### config.mk
export PLATFORM = sky130hd
export DESIGN_NAME = mandelbrot_escape_time
export DESIGN_NICKNAME = d
export VERILOG_FILES = /design/src/design/mbe_pkg.sv /design/src/design/mandelbrot_escape_time.sv
export SDC_FILE = /design/constraint.sdc
export NUM_CORES = 2
export LEC_CHECK = 0
export ABC_CLOCK_PERIOD_IN_PS = 9800
export CAP_MARGIN = 20
export CORE_MARGIN = 5
export CORE_UTILIZATION = 30
export DETAILED_ROUTE_END_ITERATION = 8
export DONT_BUFFER_PORTS = 1
export GPL_TIMING_DRIVEN = 0
export PLACE_DENSITY = 0.47
export SLEW_MARGIN = 10
export SYNTH_ARGS = -nofsm -noshare
export SYNTH_HDL_FRONTEND = slang
export SYNTH_SLANG_ARGS = --single-unit
### constraint.sdc
create_clock -name clock -period 9.8 [get_ports clock]
set_clock_uncertainty 0.1 [all_clocks]
set_input_delay 0.49 -clock clock [delete_from_list [all_inputs] [get_ports clock]]
set_output_delay 0.49 -clock clock [all_outputs]
set_load 0.01 [all_outputs]
### src/design/mbe_pkg.sv
// Shared constants, types and the saturation helper for the Mandelbrot
// escape-time block. No dependencies.
package mbe_pkg;

   // fixed-point format of every coordinate (signed Q4.28)
   localparam int COORD_BITS = 32;
   localparam int FRAC_BITS  = 28;
   localparam int PIXEL_BITS = 12;
   localparam int SPAN_BITS  = 31;
   localparam int LIMIT_BITS = 16;
   localparam int COUNT_BITS = LIMIT_BITS + 1;

   // stream payload widths, padded to whole bytes
   localparam int REQ_DATA_BITS = 24;
   localparam int RSP_DATA_BITS = 24;

   // configuration port
   localparam int CSR_ADDR_BITS = 3;
   localparam int CSR_DATA_BITS = 32;

   // restoring divider: numerator is pixel << FRAC_BITS
   localparam int QUO_BITS     = PIXEL_BITS + FRAC_BITS;
   localparam int DIV_CNT_BITS = $clog2(QUO_BITS);

   // product and sum widths
   localparam int PROD_BITS = 2 * COORD_BITS;
   localparam int SQ_BITS   = PROD_BITS - FRAC_BITS;   // product >> FRAC_BITS
   localparam int XY_BITS   = SQ_BITS + 1;             // product >> (FRAC_BITS-1)
   localparam int WIDE_BITS = XY_BITS + 1;
   localparam int SAT_BITS  = (QUO_BITS + 1 > WIDE_BITS) ? QUO_BITS + 1 : WIDE_BITS;

   typedef logic signed [COORD_BITS-1:0] coord_type;
   typedef logic signed [SAT_BITS-1:0]   wide_type;

   localparam wide_type HALF_ONE     = SAT_BITS'(1) << (FRAC_BITS - 1);
   localparam wide_type ESCAPE_BOUND = SAT_BITS'(4) << FRAC_BITS;

   // reset values of the registers
   localparam logic [SPAN_BITS-1:0]  SPAN_RESET   = SPAN_BITS'(1) << FRAC_BITS;
   localparam logic [PIXEL_BITS-1:0] WIDTH_RESET  = PIXEL_BITS'(80);
   localparam logic [PIXEL_BITS-1:0] HEIGHT_RESET = PIXEL_BITS'(25);
   localparam logic [LIMIT_BITS-1:0] LIMIT_RESET  = LIMIT_BITS'(255);

   typedef enum logic [CSR_ADDR_BITS-1:0] {
      CSR_FRAME_RE      = 3'd0,
      CSR_FRAME_IM      = 3'd1,
      CSR_SPAN_RE       = 3'd2,
      CSR_SPAN_IM       = 3'd3,
      CSR_SCREEN_WIDTH  = 3'd4,
      CSR_SCREEN_HEIGHT = 3'd5,
      CSR_ITER_LIMIT    = 3'd6
   } csr_index_type;

   // clamp a wide signed value to the coordinate range
   function automatic coord_type sat_coord(input wide_type v);
      logic      overflow;
      coord_type result;
      overflow = (v[SAT_BITS-1:COORD_BITS-1] != {(SAT_BITS-COORD_BITS+1){v[SAT_BITS-1]}});
      if (!overflow) begin
         result = v[COORD_BITS-1:0];
      end else if (v[SAT_BITS-1]) begin
         result = {1'b1, {(COORD_BITS-1){1'b0}}};
      end else begin
         result = {1'b0, {(COORD_BITS-1){1'b1}}};
      end
      return result;
   endfunction

endpackage

### src/design/mandelbrot_escape_time.sv
// Mandelbrot escape-time block: maps a pixel to c and counts z = z^2 + c passes.
// Depends on mbe_pkg.
//
// One request carries a pixel (pixel_x, pixel_y); one response carries its
// escape count. The pixel maps to c = span * (pixel/screen - 0.5) + frame in
// signed Q4.28; a screen size of zero counts as one. From z = 0 the block
// iterates z = z^2 + c, checking zx^2 + zy^2 >= 4 (exact wide sum) before each
// pass and stopping once the pass count exceeds iteration_limit, so a point
// that never escapes returns iteration_limit + 1. New z parts saturate to the
// 32-bit range. The block is idle again in the same cycle as the response
// becomes valid. Each axis runs through the bit-serial restoring divider and
// then the mapping steps (offset, multiply, add); every pass then goes through
// the xx, yy, xy and update states because the single 32x32 multiplier is
// reused for zx*zx, zy*zy and zx*zy in turn, and a final xx, yy, xy round
// makes the escape or limit check. The done step stalls for as long as the
// previous response still waits in the output register. The block takes a
// new request whenever it is idle, even while the last response still waits
// in the output register. Registers may be written only while idle.
module mandelbrot_escape_time (
   input  logic                                clock,
   input  logic                                reset,
   // request stream; tdata: [11:0] pixel_x, [23:12] pixel_y
   input  logic                                req_tvalid,
   output logic                                req_tready,
   input  logic [mbe_pkg::REQ_DATA_BITS-1:0]   req_tdata,
   // response stream; tdata: [16:0] escape_count, [23:17] zero
   output logic                                rsp_tvalid,
   input  logic                                rsp_tready,
   output logic [mbe_pkg::RSP_DATA_BITS-1:0]   rsp_tdata,
   // register writes
   input  logic                                csr_we,
   input  logic [mbe_pkg::CSR_ADDR_BITS-1:0]   csr_addr,
   input  logic [mbe_pkg::CSR_DATA_BITS-1:0]   csr_wdata
);
   import mbe_pkg::*;

   typedef enum logic [9:0] {
      ST_IDLE    = 10'b0000000001,
      ST_DIV     = 10'b0000000010,   // one quotient bit per cycle
      ST_MAP_OFS = 10'b0000000100,   // u = sat(q - 0.5)
      ST_MAP_MUL = 10'b0000001000,   // u * span
      ST_MAP_ADD = 10'b0000010000,   // c = sat(product + frame)
      ST_IT_XX   = 10'b0000100000,   // zx * zx
      ST_IT_YY   = 10'b0001000000,   // zy * zy, latch zx^2
      ST_IT_XY   = 10'b0010000000,   // zx * zy, escape test
      ST_IT_UPD  = 10'b0100000000,   // write back new z
      ST_DONE    = 10'b1000000000    // hand result to output register
   } state_type;

   // ---------------- configuration registers ----------------
   coord_type               frame_re_ff, frame_im_ff;
   logic [SPAN_BITS-1:0]    span_re_ff, span_im_ff;
   logic [PIXEL_BITS-1:0]   width_ff, height_ff;
   logic [LIMIT_BITS-1:0]   limit_ff;

   always_ff @(posedge clock) begin
      if (reset) begin
         frame_re_ff <= '0;
         frame_im_ff <= '0;
         span_re_ff  <= SPAN_RESET;
         span_im_ff  <= SPAN_RESET;
         width_ff    <= WIDTH_RESET;
         height_ff   <= HEIGHT_RESET;
         limit_ff    <= LIMIT_RESET;
      end else if (csr_we) begin
         unique case (csr_index_type'(csr_addr))
            CSR_FRAME_RE:      frame_re_ff <= coord_type'(csr_wdata[COORD_BITS-1:0]);
            CSR_FRAME_IM:      frame_im_ff <= coord_type'(csr_wdata[COORD_BITS-1:0]);
            CSR_SPAN_RE:       span_re_ff  <= csr_wdata[SPAN_BITS-1:0];
            CSR_SPAN_IM:       span_im_ff  <= csr_wdata[SPAN_BITS-1:0];
            CSR_SCREEN_WIDTH:  width_ff    <= csr_wdata[PIXEL_BITS-1:0];
            CSR_SCREEN_HEIGHT: height_ff   <= csr_wdata[PIXEL_BITS-1:0];
            CSR_ITER_LIMIT:    limit_ff    <= csr_wdata[LIMIT_BITS-1:0];
            default: ;   // unused index: ignored
         endcase
      end
   end

   // ---------------- datapath and sequencer state ----------------
   state_type                  state_ff, state_in;
   logic                       axis_ff, axis_in;       // 0: real, 1: imaginary
   logic [DIV_CNT_BITS-1:0]    div_cnt_ff, div_cnt_in;
   logic [QUO_BITS-1:0]        num_ff, num_in;         // numerator in, quotient out
   logic [PIXEL_BITS-1:0]      rem_ff, rem_in;
   logic [PIXEL_BITS-1:0]      den_ff, den_in;
   logic [PIXEL_BITS-1:0]      py_ff, py_in;
   coord_type                  ofs_ff, ofs_in;
   logic signed [PROD_BITS-1:0] prod_ff, prod_in;
   coord_type                  cre_ff, cre_in, cim_ff, cim_in;
   coord_type                  zx_ff, zx_in, zy_ff, zy_in;
   logic signed [SQ_BITS-1:0]  zx2_ff, zx2_in, zy2_ff, zy2_in;
   logic [COUNT_BITS-1:0]      n_ff, n_in;
   logic                       rsp_valid_ff, rsp_valid_in;
   logic [COUNT_BITS-1:0]      rsp_count_ff, rsp_count_in;

   // shared multiplier operands
   coord_type mul_a, mul_b;

   // divider step
   logic [PIXEL_BITS:0]   trial;
   logic                  div_ge;
   logic [PIXEL_BITS:0]   trial_diff;

   // derived values
   logic [PIXEL_BITS-1:0]      width_den, height_den;
   logic signed [SQ_BITS-1:0]  sq_now;
   logic signed [XY_BITS-1:0]  xy_now;
   logic [SPAN_BITS-1:0]       span_sel;
   coord_type                  frame_sel;
   coord_type                  map_c;
   logic                       escaped;
   logic                       over_limit;
   logic                       out_free;
   logic                       req_fire;

   assign req_tready = (state_ff == ST_IDLE);
   assign req_fire   = req_tvalid && req_tready;
   assign rsp_tvalid = rsp_valid_ff;
   assign rsp_tdata  = {{(RSP_DATA_BITS-COUNT_BITS){1'b0}}, rsp_count_ff};
   assign out_free   = !rsp_valid_ff || rsp_tready;

   assign width_den  = (width_ff  == '0) ? PIXEL_BITS'(1) : width_ff;
   assign height_den = (height_ff == '0) ? PIXEL_BITS'(1) : height_ff;

   assign trial      = {rem_ff, num_ff[QUO_BITS-1]};
   assign div_ge     = (trial >= {1'b0, den_ff});
   assign trial_diff = trial - {1'b0, den_ff};

   // floor shifts of the registered product are plain part-selects
   assign sq_now = prod_ff[PROD_BITS-1:FRAC_BITS];
   assign xy_now = prod_ff[PROD_BITS-1:FRAC_BITS-1];

   assign span_sel  = axis_ff ? span_im_ff : span_re_ff;
   assign frame_sel = axis_ff ? frame_im_ff : frame_re_ff;
   assign map_c     = sat_coord(wide_type'(sq_now) + wide_type'(frame_sel));

   assign escaped    = (wide_type'(zx2_ff) + wide_type'(sq_now)) >= ESCAPE_BOUND;
   assign over_limit = n_ff > {1'b0, limit_ff};

   always_comb begin
      unique case (state_ff)
         ST_MAP_MUL: begin
            mul_a = ofs_ff;
            mul_b = coord_type'({1'b0, span_sel});
         end
         ST_IT_XX: begin
            mul_a = zx_ff;
            mul_b = zx_ff;
         end
         ST_IT_YY: begin
            mul_a = zy_ff;
            mul_b = zy_ff;
         end
         ST_IT_XY: begin
            mul_a = zx_ff;
            mul_b = zy_ff;
         end
         default: begin
            mul_a = '0;
            mul_b = '0;
         end
      endcase
   end

   // 32x32 signed product; operands sign-extended to the product width
   assign prod_in = PROD_BITS'(mul_a) * PROD_BITS'(mul_b);

   always_comb begin
      state_in     = state_ff;
      axis_in      = axis_ff;
      div_cnt_in   = div_cnt_ff;
      num_in       = num_ff;
      rem_in       = rem_ff;
      den_in       = den_ff;
      py_in        = py_ff;
      ofs_in       = ofs_ff;
      cre_in       = cre_ff;
      cim_in       = cim_ff;
      zx_in        = zx_ff;
      zy_in        = zy_ff;
      zx2_in       = zx2_ff;
      zy2_in       = zy2_ff;
      n_in         = n_ff;
      rsp_valid_in = rsp_valid_ff && !rsp_tready;
      rsp_count_in = rsp_count_ff;

      unique case (state_ff)
         ST_IDLE: begin
            if (req_fire) begin
               py_in      = req_tdata[2*PIXEL_BITS-1:PIXEL_BITS];
               num_in     = {req_tdata[PIXEL_BITS-1:0], {FRAC_BITS{1'b0}}};
               den_in     = width_den;
               rem_in     = '0;
               div_cnt_in = '0;
               axis_in    = 1'b0;
               state_in   = ST_DIV;
            end
         end
         ST_DIV: begin
            rem_in     = div_ge ? trial_diff[PIXEL_BITS-1:0] : trial[PIXEL_BITS-1:0];
            num_in     = {num_ff[QUO_BITS-2:0], div_ge};
            div_cnt_in = div_cnt_ff + DIV_CNT_BITS'(1);
            if (div_cnt_ff == DIV_CNT_BITS'(QUO_BITS - 1)) begin
               state_in = ST_MAP_OFS;
            end
         end
         ST_MAP_OFS: begin
            ofs_in   = sat_coord(wide_type'({{(SAT_BITS-QUO_BITS){1'b0}}, num_ff}) - HALF_ONE);
            state_in = ST_MAP_MUL;
         end
         ST_MAP_MUL: begin
            state_in = ST_MAP_ADD;
         end
         ST_MAP_ADD: begin
            if (!axis_ff) begin
               cre_in     = map_c;
               axis_in    = 1'b1;
               num_in     = {py_ff, {FRAC_BITS{1'b0}}};
               den_in     = height_den;
               rem_in     = '0;
               div_cnt_in = '0;
               state_in   = ST_DIV;
            end else begin
               cim_in   = map_c;
               zx_in    = '0;
               zy_in    = '0;
               n_in     = '0;
               state_in = ST_IT_XX;
            end
         end
         ST_IT_XX: begin
            state_in = ST_IT_YY;
         end
         ST_IT_YY: begin
            zx2_in   = sq_now;
            state_in = ST_IT_XY;
         end
         ST_IT_XY: begin
            zy2_in = sq_now;
            if (escaped || over_limit) begin
               state_in = ST_DONE;
            end else begin
               state_in = ST_IT_UPD;
            end
         end
         ST_IT_UPD: begin
            zx_in    = sat_coord(wide_type'(zx2_ff) - wide_type'(zy2_ff) + wide_type'(cre_ff));
            zy_in    = sat_coord(wide_type'(xy_now) + wide_type'(cim_ff));
            n_in     = n_ff + COUNT_BITS'(1);
            state_in = ST_IT_XX;
         end
         ST_DONE: begin
            if (out_free) begin
               rsp_valid_in = 1'b1;
               rsp_count_in = n_ff;
               state_in     = ST_IDLE;
            end
         end
         default: begin
            state_in = ST_IDLE;
         end
      endcase
   end

   // control state
   always_ff @(posedge clock) begin
      if (reset) begin
         state_ff     <= ST_IDLE;
         rsp_valid_ff <= 1'b0;
      end else begin
         state_ff     <= state_in;
         rsp_valid_ff <= rsp_valid_in;
      end
   end

   // payload and datapath
   always_ff @(posedge clock) begin
      axis_ff      <= axis_in;
      div_cnt_ff   <= div_cnt_in;
      num_ff       <= num_in;
      rem_ff       <= rem_in;
      den_ff       <= den_in;
      py_ff        <= py_in;
      ofs_ff       <= ofs_in;
      prod_ff      <= prod_in;
      cre_ff       <= cre_in;
      cim_ff       <= cim_in;
      zx_ff        <= zx_in;
      zy_ff        <= zy_in;
      zx2_ff       <= zx2_in;
      zy2_ff       <= zy2_in;
      n_ff         <= n_in;
      rsp_count_ff <= rsp_count_in;
   end

   // ---------------- assertions ----------------
   a_accept_starts_div : assert property (@(posedge clock) disable iff (reset)
      req_fire |=> (state_ff == ST_DIV && !axis_ff && div_cnt_ff == '0))
      else $error("accepted request did not start the divider");

   a_div_count_bound : assert property (@(posedge clock) disable iff (reset)
      (state_ff == ST_DIV) |-> (div_cnt_ff <= DIV_CNT_BITS'(QUO_BITS - 1)))
      else $error("divider step count out of range");

   a_pass_count_bound : assert property (@(posedge clock) disable iff (reset)
      (state_ff == ST_IT_XX) |-> (n_ff <= {1'b0, limit_ff} + COUNT_BITS'(1)))
      else $error("pass count beyond limit + 1");

   a_result_only_from_done : assert property (@(posedge clock) disable iff (reset)
      $rose(rsp_valid_ff) |-> ($past(state_ff) == ST_DONE && rsp_count_ff == $past(n_ff)))
      else $error("response loaded outside the done step");

   a_done_holds_when_blocked : assert property (@(posedge clock) disable iff (reset)
      (state_ff == ST_DONE && rsp_valid_ff && !rsp_tready) |=> (state_ff == ST_DONE))
      else $error("result dropped while output register was full");

endmodule
# ---- Yosys cells after proc, flatten, opt, wreduce, memory -nomap -nowiden
# Cells that the tools add are included.
dict set report classes {
  addsub 9
  mul 1
  n_lt_le_gt_ge 3
  n_eq_ne 26
  muxes 42
  n_bitwise 1
  reduce_logical 30
}
# operator n
set ops {}
lappend ops {{2-to-1 mux 32 bit} 10}
lappend ops {{case mux 32 bit (3 select lines)} 2}
lappend ops {{case mux 32 bit (2 select lines)} 2}
lappend ops {{case mux 40 bit (3 select lines)} 1}
lappend ops {{case mux 10 bit (10 select lines)} 1}
lappend ops {{2-to-1 mux 12 bit} 7}
lappend ops {{2-to-1 mux 40 bit} 2}
lappend ops {{adder 37 x 32 -> 38 bit} 2}
lappend ops {{multiplier 32 x 32 -> 64 bit} 1}
lappend ops {{subtractor 40 x 28 -> 41 bit (second input constant)} 1}
lappend ops {{2-to-1 mux 10 bit} 4}
lappend ops {{adder 36 x 32 -> 37 bit} 1}
lappend ops {{adder 36 x 36 -> 37 bit} 1}
lappend ops {{>= comparator 37 x 32 -> 1 bit (second input constant)} 1}
lappend ops {{subtractor 36 x 36 -> 37 bit} 1}
lappend ops {{inequality test 9 bit} 4}
lappend ops {{case mux 12 bit (3 select lines)} 1}
lappend ops {{case mux 17 bit (2 select lines)} 1}
lappend ops {{2-to-1 mux 31 bit} 1}
lappend ops {{AND reduction 2 bit} 13}
lappend ops {{zero test 12 bit} 2}
lappend ops {{case mux 12 bit (2 select lines)} 1}
lappend ops {{2-to-1 mux 6 bit} 3}
lappend ops {{case mux 6 bit (3 select lines)} 1}
lappend ops {{other kinds (33)} 48}
dict set report word_totals {
  register_bits 590
  in_bits 64
  out_inout_bits 26
  wordCells 137
}

# ---- Depth between registers and ports, before layout
dict set report logic_depth {
  ltp_word 5
  mapped_depth 38
  ltp_nobuf 33
}

# ---- Least setup slack after synthesis
# No wires, ideal clock.
dict set report synth_timing {
  path_type {flip-flop to flip-flop}
  startpoint {reg state_ff[2]}
  endpoint {reg prod_ff[58]}
  setup_ns 0.072
  arrival_ns 10.020
  required_ns 9.628
  slack_ns -0.393
  stages_incl_launch_ff 38
  path_buffers 5
  synth_period_minus_slack_ns 10.193
  cell_sequence {dfxtp_1 -> or4_4 -> or2_1 -> buf_2 -> nor2_1 -> clkbuf_1 -> buf_2 -> a22oi_1 -> and2_1 -> clkbuf_1 -> clkbuf_1 -> nor2_1 -> fa_1 -> fa_1 -> fa_1 -> inv_1 -> fa_1 -> inv_1 -> [... 2 more ...] -> fa_1 -> inv_1 -> fa_1 -> inv_1 -> fa_1 -> inv_1 -> ha_1 -> a21o_1 -> a32oi_1 -> a21oi_1 -> or3_1 -> o2bb2ai_1 -> a311oi_4 -> o21ai_4 -> a31o_4 -> a2111o_1 -> a31oi_1 -> xnor2_1}
}
dict set report synth_between {
  elab_chain_cells 4
  word_cells_on_any_way 9
  classes_between {mul: 1; eq/ne: 4; mux: 2; reduce/logical: 2}
}
# element line_no
set synth_rtl {}
lappend synth_rtl {{start, declared} mandelbrot_escape_time.sv:80} ;# state_type state_ff, state_in;
lappend synth_rtl {{start signal, assigned} mandelbrot_escape_time.sv:271} ;# state_ff <= state_in;
lappend synth_rtl {{== test 10 x 8 -> 1 bit (tied with other cells)} mandelbrot_escape_time.sv:141} ;# unique case (state_ff)
lappend synth_rtl {{OR reduction 2 bit (no source line)} -}
lappend synth_rtl {{case mux 32 bit (3 select lines)} mandelbrot_escape_time.sv:141}
lappend synth_rtl {{multiplier 32 x 32 -> 64 bit *} mandelbrot_escape_time.sv:166} ;# assign prod_in = PROD_BITS'(mul_a) * PROD_BITS'(mul_b);
lappend synth_rtl {{net prod_in[58]} mandelbrot_escape_time.sv:88} ;# logic signed [PROD_BITS-1:0] prod_ff, prod_in;
lappend synth_rtl {{end signal, assigned} mandelbrot_escape_time.sv:285} ;# prod_ff <= prod_in;
lappend synth_rtl {{end, declared} mandelbrot_escape_time.sv:88}
# The timed path passes the listed nets; every way through them passes the cells marked *.
# A chain may end at the register's enable or synchronous reset.

# ---- Worst setup path in the final report
dict set report layout_timing {
  startpoint {reg state_ff[0]}
  endpoint {reg prod_ff[57]}
}
# Same word-level chain as after synthesis.

==> reports/results.ini <==
[final_layout]
multiInputGateArea_mm2 = 0.0466
area_growth_pct = 15.2
nNetsFinal = 8770
final_common_cell = inv_1
final_cell_mix = 1160 x inv_1, 1082 x fa_1, 966 x nand2_1, 664 x nor2_1, 349 x edfxtp_1
fin_area_mm2 = 0.0759
n_fill_cell = 22500
regArea_mm2 = 0.0148
drive_above_1_share_pct = 11.2

[cts]
cts-buffers-inserted = 59
max-clock-path-buffers = 3
cts_tree = built
ctsHtreeMaxLevel = 2
cts.sinks = 563
clk_pin_slew_worst_paths_ps = 70
clock_latency_ps = 670
cts_root_buf = clkbuf_16

[drt]
ant_nets = 0
vias = 51200
wl_per_cell_um = 25.4
post-route-drc-count = 0
routed_via_density = 5.04
wl_met2_um = 115000
met1_length_um = 111000
met3_length_um = 18000
wirelength_um = 258000
first_pass_iters = 8
highest-signal-layer = met5
drt_first_iter_violations = 4427

[worst_setup_path]
start_kind = flop
cp-end-kind = flop
startpoint = state_ff[0]$_SDFFE_PP1P_
critical_path_class = flop to flop
arrival_ps = 10660
cpMostUsedCell = fa_1
slowest_stage = fa_2
slowest_delay_ps = 680
r2r_start = state_ff[0]$_SDFFE_PP1P_
crit_required_ps = 10250
worst-path-max-fanout = 10

[synth]
synth-async-reset-ratio_pct = 0
synth_seq_area_share_pct = 22.4
synth_top_area_cell = fa_1
yosys_warnings = 0
synthTopCellsByArea = fa_1 34%, edfxtp_1 16%, ha_1 6.8%, inv_1 6.7%, dfxtp_1 6.5%
synth-edff-count = 349
yosys_register_bits = 563
syn_area_per_cell_um2 = 9.43
dominantRegCellSynth = edfxtp_1
postSynthCellCount = 6979
yosysTopAreaCellShare_pct = 34.1
yosysUniqueCellTypes = 102
synth_area_mm2 = 0.0658

[timing]
period_minus_slack_ps = 10210
timing.setup.tns_ps = -2600
maxSlewViolCount = 0
setup_ws_ps = -406
setup_violations = 14
grt_setup_unrepaired = true
tightestPinTransition_ps = 1040
fmax_mhz = 98.0
max-slew-margin-rel_pct = 30.4
hold_viol = 0
finalCritPeriodShare_pct = 104

[power_and_ir_drop]
power_frac_comb_pct = 7.3
p_per_area_mw_per_mm2 = 71.7
switching_share_pct = 24.4
p_clk_share_pct = 44.2
power_leakage_nw = 33.9
intPower_mw = 4.11
sequentialPowerShare_pct = 48.4
p_sw_mw = 1.33
max-vdd-ir-drop_v = 0.000148

[outcome]
violations = negative setup slack
outcome = finished with violations

[floorplanning]
dieHeight_um = 478
placementRows = 172
die_area_mm2 = 0.229
initial_utilization_pct = 30.0
core_mm2 = 0.219
num_io_pins = 90
die_w_um = 478

[hold_path]
worstHoldStart = csr_addr[2]
hold_class = input pin to flop

[global_routing]
grt_use_total_pct = 22.2
grt_first_pass_wirelength_um = 374000
grt_start_max_net_pins = 63
grt_antenna_before_repair = 12
grt_pass1_vias = 53200
grt_overflow = 0

[placed_design]
dp_hpwl_um = 212000
dp_worst_setup_slack_ps = -3660
dpl_cell_area_mm2 = 0.0701
port_buffers = 0
gp_congestion = 1.01

[job]
cap_violations = 0

[state kept, by name (all words and copies together) (netlist names), 31 cells and up]
name / cells
frame_im_ff: 32
cim_ff: 32
span_im_ff: 31
frame_re_ff: 32
num_ff: 40
zy2_ff: 36
cre_ff: 32
span_re_ff: 31
zy_ff: 32
zx2_ff: 36
zx_ff: 32
prod_ff: 37
ofs_ff: 32
[worst paths after layout]
path	depth (start not counted)	slack [ps]	to
max	35	-410	prod_ff[57]$_DFF_P_
min	3	70	width_ff[0]$_SDFFE_PP0P_
max reg2reg	35	-410	prod_ff[57]$_DFF_P_
min reg2reg	2	350	frame_im_ff[12]$_SDFFE_PP0P_
[routing by layer]
layer	vias up	global-route usage (%)
met5	-	0
met3	392	3.28
li1	22700	-
met1	26300	30.6
met2	1844	35.1
met4	6	8.97
[Yosys cell counts, types with 56 or more instances]
master and count:
a21o_1 147, edfxtp_1 349, inv_1 1174, clkbuf_1 289, xnor2_1 95, o21a_1 56
fa_1 1121, and2_1 84, xor2_1 66, nor2_1 696, nand2_1 1002, o21ai_0 139
a21oi_1 322, ha_1 358, dfxtp_1 214, nand2b_1 60
[kinds of logic after synthesis]
logic type | after synthesis | synth area share [%]
muxes | 87 | 1.42
adders and majority gates | 1479 | 40.9
buffers and inverters | 1523 | 8.82
DFF | 563 | 22.4
AOI/OAI and AO/OA | 988 | 10.0
other | 1 | 0.00570
and+or+nand+nor | 2177 | 14.3
xor gates and xnor gates | 161 | 2.14
[power groups by stage]
stage / combinational [mW] / sequential, mW / clock, mW
after floorplan: 0.237 / 2.67 / 0
after global placement: 0.333 / 2.69 / 0
after detailed placement: 0.351 / 2.68 / 0
after CTS: 0.398 / 2.63 / 2.46
after global routing: 0.437 / 2.64 / 2.55
final: 0.399 / 2.63 / 2.41
[layout make-up]
cell class / instances / share of cell area, %
timing repair buffer: 216 / 2.81
sequential: 563 / 19.5
clock buffer: 78 / 2.26
clock inverter: 33 / 0.498
antenna: 6 / 0.0198
multi-input combinational: 4899 / 61.5
tap: 2871 / 4.74
inverter: 1175 / 5.84
buffer: 313 / 2.91
[per-stage QoR]
stage / instances / power (mW) / utilization, % / hold slack [ps]
2_1_floorplan: 6985 / 2.91 / - / 333
3_3_place_gp: 9856 / 3.03 / 31.7 / 338
3_5_place_dp: 9910 / 3.04 / 32.0 / 343
4_1_cts: 10100 / 5.50 / 34.4 / 12.3
5_1_grt: 10100 / 5.63 / 34.6 / 51.8
6_report: 10200 / 5.44 / 34.6 / 67.7
[timing repair]
| item | CTS | global route |
|---|---|---|
| buffers inserted | 79 | 25 |
| cloned | 4 | 0 |
| setup endpoints to repair | 37 | 26 |
| pin swaps | 94 | 58 |
| gates resized for setup | 580 | 125 |
| hold endpoints to repair | 190 | 0 |
| hold buffers | 58 | 0 |
[critical path: cells and delay by family (launching register included)]
kind,cells,cell delay (ps)
flip-flops,1,350
adder cells (fa/ha/maj),9,4550
AO/OA/AOI/OAI,9,2140
AND/OR/NAND/NOR,5,1240
XOR/XNOR,1,130
buffers and inverters,11,1560
(Power assumes the default switching activity.)
